## config.mk

```make
export PLATFORM = sky130hd
export DESIGN_NAME = keypad_code_lock_controller_core
export DESIGN_NICKNAME = d
export VERILOG_FILES = /design/src/sv/kcl_pkg.sv /design/src/sv/kcl_update.sv /design/src/sv/keypad_code_lock_controller_core.sv
export SDC_FILE = /design/constraint.sdc
export NUM_CORES = 1
export LEC_CHECK = 0
export BUFFER_PORTS_ARGS = -buffer_cell sky130_fd_sc_hd__buf_4
export CAP_MARGIN = 30
export CORE_UTILIZATION = 59
export DETAILED_ROUTE_END_ITERATION = 8
export GPL_TIMING_DRIVEN = 0
export PLACE_DENSITY = 0.79
export SKIP_LAST_GASP = 1
export SYNTH_ARGS = -nofsm -noshare
export SYNTH_HDL_FRONTEND = slang
export SYNTH_SLANG_ARGS = --single-unit
```

## constraint.sdc

```tcl
create_clock -name clock -period 4.2 [get_ports clock]
set_input_delay 0.21 -clock clock [delete_from_list [all_inputs] [get_ports clock]]
set_output_delay 0.21 -clock clock [all_outputs]
set_load 0.02 [all_outputs]
```

## src/sv/kcl_pkg.sv

```systemverilog
package kcl_pkg;

   localparam int CODE_DIGITS_DEF = 4;

   localparam int SYM_W = 8;
   localparam int KEY_W = 4;
   localparam int HOLD_W = 8;

   typedef logic [SYM_W-1:0] sym_type;
   typedef logic [KEY_W-1:0] key_type;
   typedef logic [HOLD_W-1:0] hold_type;

   typedef enum logic [1:0] {
      PH_SET    = 2'd0,
      PH_LOCKED = 2'd1,
      PH_BAD    = 2'd2,
      PH_OPEN   = 2'd3
   } kcl_phase_type;

   localparam logic FUNC_TICK = 1'b1;

   localparam key_type KEY_OK = 4'd11;
   localparam key_type KEY_CANCEL = 4'd12;

   localparam sym_type SYM_DASH = 8'd45;
   localparam sym_type SYM_LOCKED = 8'd13;

   localparam hold_type HOLD_TICKS_RST = 8'd200;
   localparam hold_type HOLD_MAX = 8'd255;

   localparam sym_type MSG_OPEN [0:3] = '{8'd0, 8'd14, 8'd15, 8'd16};
   localparam sym_type MSG_BAD [0:3] = '{8'd8, 8'd17, 8'd0, 8'd18};

   typedef struct packed {
      logic    func;
      key_type key;
   } kcl_req_type;

   typedef struct packed {
      sym_type    symbol_first;
      sym_type    symbol_second;
      sym_type    symbol_third;
      sym_type    symbol_fourth;
      logic [1:0] phase;
   } kcl_rsp_type;

   // Control state handed between the state registers and the update logic.
   typedef struct packed {
      kcl_phase_type phase;
      hold_type      hold_count;
   } kcl_ctrl_type;

endpackage

```

## src/sv/kcl_update.sv

```systemverilog
module kcl_update
   import kcl_pkg::*;
#(
   parameter int CODE_DIGITS = CODE_DIGITS_DEF,
   parameter int SHOWN_LEN = (CODE_DIGITS > 4) ? CODE_DIGITS : 4,
   parameter int POS_W = $clog2(CODE_DIGITS + 2)
) (
   input  kcl_req_type  item,
   input  hold_type     hold_ticks,
   input  kcl_ctrl_type ctrl_cur,
   input  [POS_W-1:0]   pos_cur,
   input  sym_type      shown_cur [SHOWN_LEN],
   input  sym_type      code_cur [CODE_DIGITS],
   output kcl_ctrl_type ctrl_next,
   output [POS_W-1:0]   pos_next,
   output sym_type      shown_next [SHOWN_LEN],
   output sym_type      code_next [CODE_DIGITS]
);

   logic [POS_W-1:0] pos_c;
   kcl_ctrl_type     ctrl_c;
   sym_type          shown_c [SHOWN_LEN];
   sym_type          code_c [CODE_DIGITS];

   assign pos_next = pos_c;
   assign ctrl_next = ctrl_c;
   assign shown_next = shown_c;
   assign code_next = code_c;

   always_comb begin
      logic     full;
      logic     match;
      hold_type hold_inc;

      ctrl_c = ctrl_cur;
      pos_c = pos_cur;
      shown_c = shown_cur;
      code_c = code_cur;

      full = (pos_cur == POS_W'(CODE_DIGITS + 1));
      match = 1'b1;
      for (int k = 0; k < CODE_DIGITS; k++) begin
         if (code_cur[k] != shown_cur[k]) begin
            match = 1'b0;
         end
      end
      hold_inc = (ctrl_cur.hold_count != HOLD_MAX) ? ctrl_cur.hold_count + 8'd1
                                                   : ctrl_cur.hold_count;

      if (item.func == FUNC_TICK) begin
         if (ctrl_cur.phase == PH_BAD) begin
            ctrl_c.hold_count = hold_inc;
            if (hold_inc >= hold_ticks) begin
               ctrl_c.hold_count = '0;
               ctrl_c.phase = PH_LOCKED;
               pos_c = POS_W'(1);
               for (int k = 0; k < SHOWN_LEN; k++) begin
                  shown_c[k] = SYM_LOCKED;
               end
            end
         end
      end else if (ctrl_cur.phase == PH_SET || ctrl_cur.phase == PH_LOCKED) begin
         if (item.key == KEY_CANCEL) begin
            pos_c = POS_W'(1);
            for (int k = 0; k < SHOWN_LEN; k++) begin
               shown_c[k] = (ctrl_cur.phase == PH_SET) ? SYM_DASH : SYM_LOCKED;
            end
         end else if (full && item.key == KEY_OK) begin
            if (ctrl_cur.phase == PH_SET) begin
               // The entry becomes the code and the display shows the lock marks.
               for (int k = 0; k < CODE_DIGITS; k++) begin
                  code_c[k] = shown_cur[k];
               end
               pos_c = POS_W'(1);
               ctrl_c.phase = PH_LOCKED;
               for (int k = 0; k < SHOWN_LEN; k++) begin
                  shown_c[k] = SYM_LOCKED;
               end
            end else if (match) begin
               ctrl_c.phase = PH_OPEN;
               for (int k = 0; k < 4; k++) begin
                  shown_c[k] = MSG_OPEN[k];
               end
            end else begin
               ctrl_c.phase = PH_BAD;
               ctrl_c.hold_count = '0;
               for (int k = 0; k < 4; k++) begin
                  shown_c[k] = MSG_BAD[k];
               end
            end
         end else if (full) begin
            // A further key on a full entry throws the entry away.
            pos_c = POS_W'(1);
            for (int k = 0; k < SHOWN_LEN; k++) begin
               shown_c[k] = SYM_DASH;
            end
         end else begin
            for (int k = 0; k < CODE_DIGITS; k++) begin
               if (pos_cur == POS_W'(k + 1)) begin
                  shown_c[k] = sym_type'(item.key);
               end
            end
            pos_c = pos_cur + POS_W'(1);
         end
      end
   end

endmodule

```

## src/sv/keypad_code_lock_controller_core.sv

```systemverilog
// Keypad code lock. Each item is a key press or a timer tick, and each
// produces one result item carrying the four display symbols and the phase.
// An item enters an input register, the lock state is updated by the single
// combinational step after it, and the result lands in an output register:
// one item per clock cycle while rsp_stall is low. An accepted item passes
// the input and then the output register before its result is offered. The
// state update, including the comparison of the entry with the stored code,
// is the only loop. The user writes the hold time of the BAD message through
// the csr_ port only while the block is idle; the block does not enforce it.
module keypad_code_lock_controller_core
   import kcl_pkg::*;
#(
   parameter int CODE_DIGITS = CODE_DIGITS_DEF
) (
   input  logic        clock,
   input  logic        reset,
   input  logic        req_valid,
   output logic        req_stall,
   input  kcl_req_type req_data,
   output logic        rsp_valid,
   input  logic        rsp_stall,
   output kcl_rsp_type rsp_data,
   input  logic        csr_valid,
   output logic        csr_ready,
   input  hold_type    csr_data
);

   localparam int SHOWN_LEN = (CODE_DIGITS > 4) ? CODE_DIGITS : 4;
   localparam int POS_W = $clog2(CODE_DIGITS + 2);

   logic         in_valid_ff, in_valid_in;
   kcl_req_type  in_data_ff;
   logic         rsp_valid_ff, rsp_valid_in;
   kcl_rsp_type  rsp_data_ff, rsp_data_in;
   hold_type     hold_ticks_ff;

   kcl_ctrl_type     ctrl_ff, ctrl_in;
   logic [POS_W-1:0] pos_ff, pos_in;
   sym_type          shown_ff [SHOWN_LEN];
   sym_type          shown_in [SHOWN_LEN];
   sym_type          code_ff [CODE_DIGITS];
   sym_type          code_in [CODE_DIGITS];

   logic advance;
   logic take;

   // The input item moves on when the result register is empty or emptying.
   assign advance = in_valid_ff && (!rsp_valid_ff || !rsp_stall);
   assign req_stall = in_valid_ff && !advance;
   assign take = req_valid && !req_stall;
   assign in_valid_in = take || (in_valid_ff && !advance);
   assign rsp_valid_in = advance || (rsp_valid_ff && rsp_stall);

   assign rsp_valid = rsp_valid_ff;
   assign rsp_data = rsp_data_ff;
   assign csr_ready = 1'b1;

   kcl_update #(
      .CODE_DIGITS(CODE_DIGITS),
      .SHOWN_LEN  (SHOWN_LEN),
      .POS_W      (POS_W)
   ) u_update (
      .item      (in_data_ff),
      .hold_ticks(hold_ticks_ff),
      .ctrl_cur  (ctrl_ff),
      .pos_cur   (pos_ff),
      .shown_cur (shown_ff),
      .code_cur  (code_ff),
      .ctrl_next (ctrl_in),
      .pos_next  (pos_in),
      .shown_next(shown_in),
      .code_next (code_in)
   );

   always_comb begin
      rsp_data_in.symbol_first = shown_in[0];
      rsp_data_in.symbol_second = shown_in[1];
      rsp_data_in.symbol_third = shown_in[2];
      rsp_data_in.symbol_fourth = shown_in[3];
      rsp_data_in.phase = ctrl_in.phase;
   end

   always_ff @(posedge clock) begin
      if (reset) begin
         in_valid_ff <= 1'b0;
         rsp_valid_ff <= 1'b0;
         hold_ticks_ff <= HOLD_TICKS_RST;
         ctrl_ff.phase <= PH_SET;
         ctrl_ff.hold_count <= '0;
         pos_ff <= POS_W'(1);
         for (int k = 0; k < SHOWN_LEN; k++) begin
            shown_ff[k] <= SYM_DASH;
         end
      end else begin
         in_valid_ff <= in_valid_in;
         rsp_valid_ff <= rsp_valid_in;
         if (csr_valid && csr_ready) begin
            hold_ticks_ff <= csr_data;
         end
         if (advance) begin
            ctrl_ff <= ctrl_in;
            pos_ff <= pos_in;
            shown_ff <= shown_in;
         end
      end
   end

   always_ff @(posedge clock) begin
      if (take) begin
         in_data_ff <= req_data;
      end
      if (advance) begin
         rsp_data_ff <= rsp_data_in;
         code_ff <= code_in;
      end
   end

endmodule

```

== Word-level counts from Yosys, hierarchy flattened ==
Cells that the tools add are included.
Operators by class
  $add $sub $neg: 2
  order comparisons: 1
  eq/ne operators: 20
  mux-type cells: 37
  bitwise gates (word level): 2
  reduce and logical (&&, ||, !) cells: 19
Operators by type and width (number)
  32-bit two-way mux: 8
  10-bit two-way mux: 6
  8-bit two-way mux: 7
  8-bit != test: 4
  28-bit two-way mux: 1
  3-bit two-way mux: 8
  8-bit by 1-bit adder with 8-bit output (second input constant): 1
  4-bit == test (second input constant): 2
  8-bit greater-or-equal comparator: 1
  8-bit != test (second input constant): 1
  7-bit AND reduction: 1
  3-bit by 2-bit == test with 1-bit output (second input constant): 2
  3-bit == test (second input constant): 2
  6-bit two-way mux: 1
  2-bit != test (second input constant): 3
  6-bit AND reduction: 1
  1-bit logical AND: 5
  1-bit two-way mux: 5
  5-bit AND reduction: 1
  1-bit logical NOT: 4
  1-bit logical OR: 4
  2-bit by 1-bit != test with 1-bit output (second input constant): 2
  4-bit by 2-bit != test with 1-bit output (second input constant): 1
  2-bit nonzero test: 2
  7 further kinds: 8
Storage, ports and cells
  register bits after elaboration: 126
  input bits: 18
  output and inout port bits: 37
  logic and storage cells: 102

== Depth between registers and ports, before layout ==
  depth after elaboration: 11
  gate-level depth with buffers: 14
  depth with buffers taken out: 12

== Cells and area by module ==
From an unflattened synthesis, not the netlist that was laid out.
Unflattened totals
  cells, all modules: 646
  area total of the unflattened synthesis: 6991.7 um^2
Modules (own cells, without submodules)
  keypad_code_lock_controller_core: times used 1, cells an instance 304, area each 4484.3 um^2, sequential area each 3233.1 um^2
  kcl_update: times used 1, cells an instance 342, area each 2507.4 um^2, sequential area each 0.0 um^2

== Worst setup path before layout ==
OpenSTA, ideal clock, no wires.
  path kind: register to register
  from: reg ctrl_ff[0] in the netlist's numbering
  to: reg shown_ff[2] in the netlist's numbering
  setup time: 0.120 ns
  arrival time: 2.873 ns
  data required time: 4.080 ns
  slack: 1.207 ns
  cell stages (with the launch flop): 15
  path buffers: 2
  clock period less this slack: 2.993 ns
  path through: dfxtp_1 ha_1 and2_0 nand3_2 nand4_1 xnor2_1 ha_1 and4_4 a21o_1 a311o_1 buf_6 nand2_2 buf_4 nand2_2 a211o_1
RTL lines
  start: declaration: RTL line keypad_code_lock_controller_core.sv:37  | kcl_ctrl_type ctrl_ff, ctrl_in;
  start signal: assignment: RTL line keypad_code_lock_controller_core.sv:101  | ctrl_ff <= ctrl_in;
  end signal: assignment: RTL line keypad_code_lock_controller_core.sv:103  | shown_ff <= shown_in;
  end: declaration: RTL line keypad_code_lock_controller_core.sv:39  | sym_type shown_ff [SHOWN_LEN];

== Worst setup path after layout ==
  from: reg ctrl_ff[0] in the netlist's numbering
  to: reg shown_ff[20] in the netlist's numbering
On the way
  cells in the longest elaborated chain, start to end: 6
  elaborated cells between the ends (all ways): 7
  classes of those cells: add/sub (1); order compare (1); eq/ne (1); mux (4)
RTL lines
  8-bit by 1-bit adder with 8-bit output or 8-bit != test (tied branches): RTL line kcl_update.sv:47  | hold_inc = (ctrl_cur.hold_count != HOLD_MAX) ? ctrl_cur.hold_count + 8'd1
  8-bit two-way mux (*): RTL line kcl_update.sv:47
  8-bit greater-or-equal comparator (*): RTL line kcl_update.sv:53  | if (hold_inc >= hold_ticks) begin
  32-bit two-way mux (*): RTL line kcl_update.sv:53
  32-bit two-way mux (*): RTL line kcl_update.sv:51  | if (ctrl_cur.phase == PH_BAD) begin
  32-bit two-way mux (*): RTL line kcl_update.sv:50  | if (item.func == FUNC_TICK) begin
Mark *: on every way between the ends. The rest lies on a longest branch, timed or not.
A chain may end at the register's enable or synchronous reset.

==> summary.md <==
| Metric | Value |
|---|---|
| # port buffers | 52 |
| Crit. End Element | register |
| Fraction of layout instances using a drive strength above 1 | 20.9% |
| Headroom to the max-slew limit | 45.5% |
| Number of top-level pins | 55 |
| First-pass GRT wire length | 23100 um |
| Synth Register Bits | 126 |
| CP Data Required Time | 4.66 ns |
| Antenna diode count | 0 |
| Total power density per cell area | 421 nW/um2 |
| Number of buffers between clock root and the deepest sink | 2 |
| Post-synthesis async set-or-reset flop share | 0% |
| Transition time at the pin with the least slew margin | 0.809 ns |
| Level count of the clock H-tree | 4 |
| Cells on Worst Hold Path | 4 |
| Count of hold-fix buffers inserted at cts | 16 |
| Max IR drop VDD | 0.321 mV |
| Total grt overflow | 0 |
| Number of clock buffers inserted by TritonCTS | 17 |
| Cell types with the largest area share after synthesis | sky130_fd_sc_hd__edfxtp_1 (36%), sky130_fd_sc_hd__dfxtp_1 (19%), sky130_fd_sc_hd__xor2_1 (4.8%) |
| Final hold vios | 0 |
| Antenna-violating nets left | 0 |
| Pin count of the biggest net entering global routing | 33 |
| Gate count of the mapped netlist | about 530 |
| Worst Reg-to-Reg Cells | 12 |
| Data arrival time at the worst-slack endpoint | around 4.4 ns |
| Sequential-to-total area share from yosys stat | a little under three fifths |
| Drt first-iter violations | 310 |
| Leak pwr | 2.70 nW |
| Post-detailed-route wirelength per cell | 19.3 um |
| Layout Area Growth over Synthesis | 23.0% |
| Synth Cell Area | 5850 um2 |
| Crit Path Max Fanout | 8 |
| Total routing usage reported by global routing | between 30% and 40% |
| Shortest clock period the worst path allows after layout | 3.91 ns |
| Most instantiated library cell after synthesis | sky130_fd_sc_hd__edfxtp_1 |
| Antenna violations before repair | 0 |
| Clock insertion delay at the later pin of the skew report | approximately 0.53 ns |
| Yosys warns | 0 |
| Area leader, netlist | sky130_fd_sc_hd__edfxtp_1 |
| Post-Route Setup TNS | 0 ns |
| Outcome | completed |
| Syn_nets | 555 |
| Total via count in the routed design | about 4600 |
| Number of synthesized flops with an enable pin | 71 |
| Rows | 35 |
| Count of TritonRoute iterations in the first routing pass | 5 |
| Clock tree root buffer cell | sky130_fd_sc_hd__clkbuf_8 |
| Period Utilization, post-route | 93.0% |
| RR Startpoint | ctrl_ff[0] |
| Horizontal extent of the die | 102 um |
| Die Y-Extent | 102 um |
| Commonest cells in the netlist | sky130_fd_sc_hd__edfxtp_1 (71), sky130_fd_sc_hd__dfxtp_1 (55), sky130_fd_sc_hd__nand2_1 (46), sky130_fd_sc_hd__nor2_1 (35), sky130_fd_sc_hd__xor2_1 (32) |
| Worst min-delay path startpoint | csr_valid |
| Number of max-cap violations | 0 |
| R2R setup slack | roughly 0.29 ns |
| Number of failing setup endpoints in the final timing report | 0 |
| Initial core utilization | 62.1% |
| Slew Limit Fails | 0 |
| Post-route standard cell area excluding fillers | 7190 um2 |
| Num Clock Sinks | about 130 |
| Final-stage net count | 643 |
| Number of vias per cell after detailed routing | 6.02 |
| Placement-stage cell area | approximately 6400 um2 |
| Terminus of the critical flop-to-flop path | shown_ff[20] |
| Placeable core region | between 9000 and 10000 um2 |
| Fraction of synthesized cell area taken by the top area cell type | 36.5% |
| RSZ-0062 raised after global routing | false |
| Post-Syn Area per Cell | 11.1 um2 |
| Count of buffers added by post-CTS timing repair for setup | 0 |
| Unique masters post-synth | 82 |
| Number of instances resized during post-cts repair | 0 |
| Critical path class | reg2reg |
| TritonCTS clock tree | done |
| DRC violations left | 0 |
| Post-detailed-routing wire length | 14600 um |
| Predominant post-synthesis flop cell | sky130_fd_sc_hd__edfxtp_1 |
| Hold Path Class | in2reg |
| CTS clock-pin slew for the worst setup and hold paths | 0.06 ns |
| Overall die area | ~10000 um2 |
| Worst Hold Endpoint | hold_ticks_ff[6] |
| Number of global-route vias before repair | 4488 |
| Final weighted congestion in routability-driven placement | 0.953 |
| Kind of start point of the critical path | register |
| Max Clk Rate | 256 MHz |
| HPWL reported at the end of detailed placement | 9930 um |
| Final worst clock skew | 0.0109 ns |
-- power breakdown --
group	switching (mW)	internal [mW]	leakage (nW)	total (mW)
sequential	0.0193	1.33	1.05	1.35
clock	0.577	0.912	0.288	1.49
combinational	0.116	0.0769	1.37	0.193
-- flip-flops by register name (all words and copies together) (netlist names) --
name,cells
rsp_data,34
code_ff,32
shown_ff,32
ctrl_ff,10
hold_ticks_ff,8
in_data_ff,5
pos_ff,3
in_valid_ff,1
rsp_valid,1
-- final cells by class --
cell class | count | area (um2)
fill | 608 | 2230
multi-input combinational | 359 | 2420
buffer | 25 | 134
tap | 129 | 161
clock inverter | 15 | 186
sequential | 126 | 3230
timing repair buffer | 69 | 578
clock buffer | 17 | 414
inverter | 17 | 63.8
-- stage by stage --
stage	hold slack [ns]	total power, mW	cells	worst slack [ns]	utilization (%)
6_report	0.296	3.03	757	0.294	76.4
5_1_grt	0.333	3.10	757	0.164	76.4
4_1_cts	0.315	3.02	757	0.403	76.4
3_5_place_dp	0.389	1.55	709	0.440	68.3
3_3_place_gp	0.389	1.54	708	0.531	68.0
2_1_floorplan	0.309	1.47	527	1.21	-
-- metal layers --
metal / part of all wire (%) / global-route usage (%) / wire (um) / up-vias
li1: - / - / - / 2118
met1: 43 / 38.7 / 6230 / 2214
met2: 48 / 49.4 / 6970 / 184
met3: 6.4 / 7.11 / 935 / 43
met4: 3.3 / 14.0 / 481 / 0
met5: 0 / 0 / 0 / -
-- critical path, stage by stage, from the launching register on --
cell                       delay (ns)
sky130_fd_sc_hd__dfxtp_1         0.42
sky130_fd_sc_hd__ha_1            0.21
sky130_fd_sc_hd__and2_0          0.28
sky130_fd_sc_hd__nand3_2         0.23
sky130_fd_sc_hd__nand4_1         0.18
sky130_fd_sc_hd__xnor2_1         0.19
sky130_fd_sc_hd__ha_1            0.31
sky130_fd_sc_hd__and4_4          0.21
sky130_fd_sc_hd__a21o_1          0.20
sky130_fd_sc_hd__a311oi_1        0.53
sky130_fd_sc_hd__nor2_1          0.35
sky130_fd_sc_hd__o21ai_0         0.48
sky130_fd_sc_hd__a32o_1          0.24
-- kinds of logic (layout without fill, tap and decap cells) --
group	Yosys count	in the layout	synth area share, %
compound gates	121	121	14.6
xor+xnor	36	36	5.39
fa+ha+maj	10	10	2.14
buf+inv	42	143	3.36
flops	126	126	55.3
mux	17	17	2.95
other cells	1	1	0.0641
simple gates	174	174	16.2
-- how the worst max path moves through the flow --
| stage | cells past startpoint | end | start | slack (ns) |
|---|---|---|---|---|
| after CTS | 12 | shown_ff[20] | ctrl_ff[0] | 0.40 |
| after global routing | 12 | shown_ff[20] | ctrl_ff[0] | 0.16 |
| after floorplan | 14 | shown_ff[2] | ctrl_ff[0] | 1.21 |
| final | 12 | shown_ff[20] | ctrl_ff[0] | 0.29 |
| after detailed placement | 12 | shown_ff[20] | ctrl_ff[0] | 0.44 |
| after global placement | 12 | shown_ff[20] | ctrl_ff[0] | 0.53 |
-- cell usage in the layout (no fill, tap or decap), drive strengths merged, types with 15 or more instances in the layout --
master and n:
inv 19, dfxtp 55, and2 20, a21oi 28, o21ai 28, edfxtp 71, buf 68, dlygate4sd3 16
clkbuf 27, xor2 32, nand2 48, mux2i 15, nor2 38
Power figures use the tool's default switching activity.
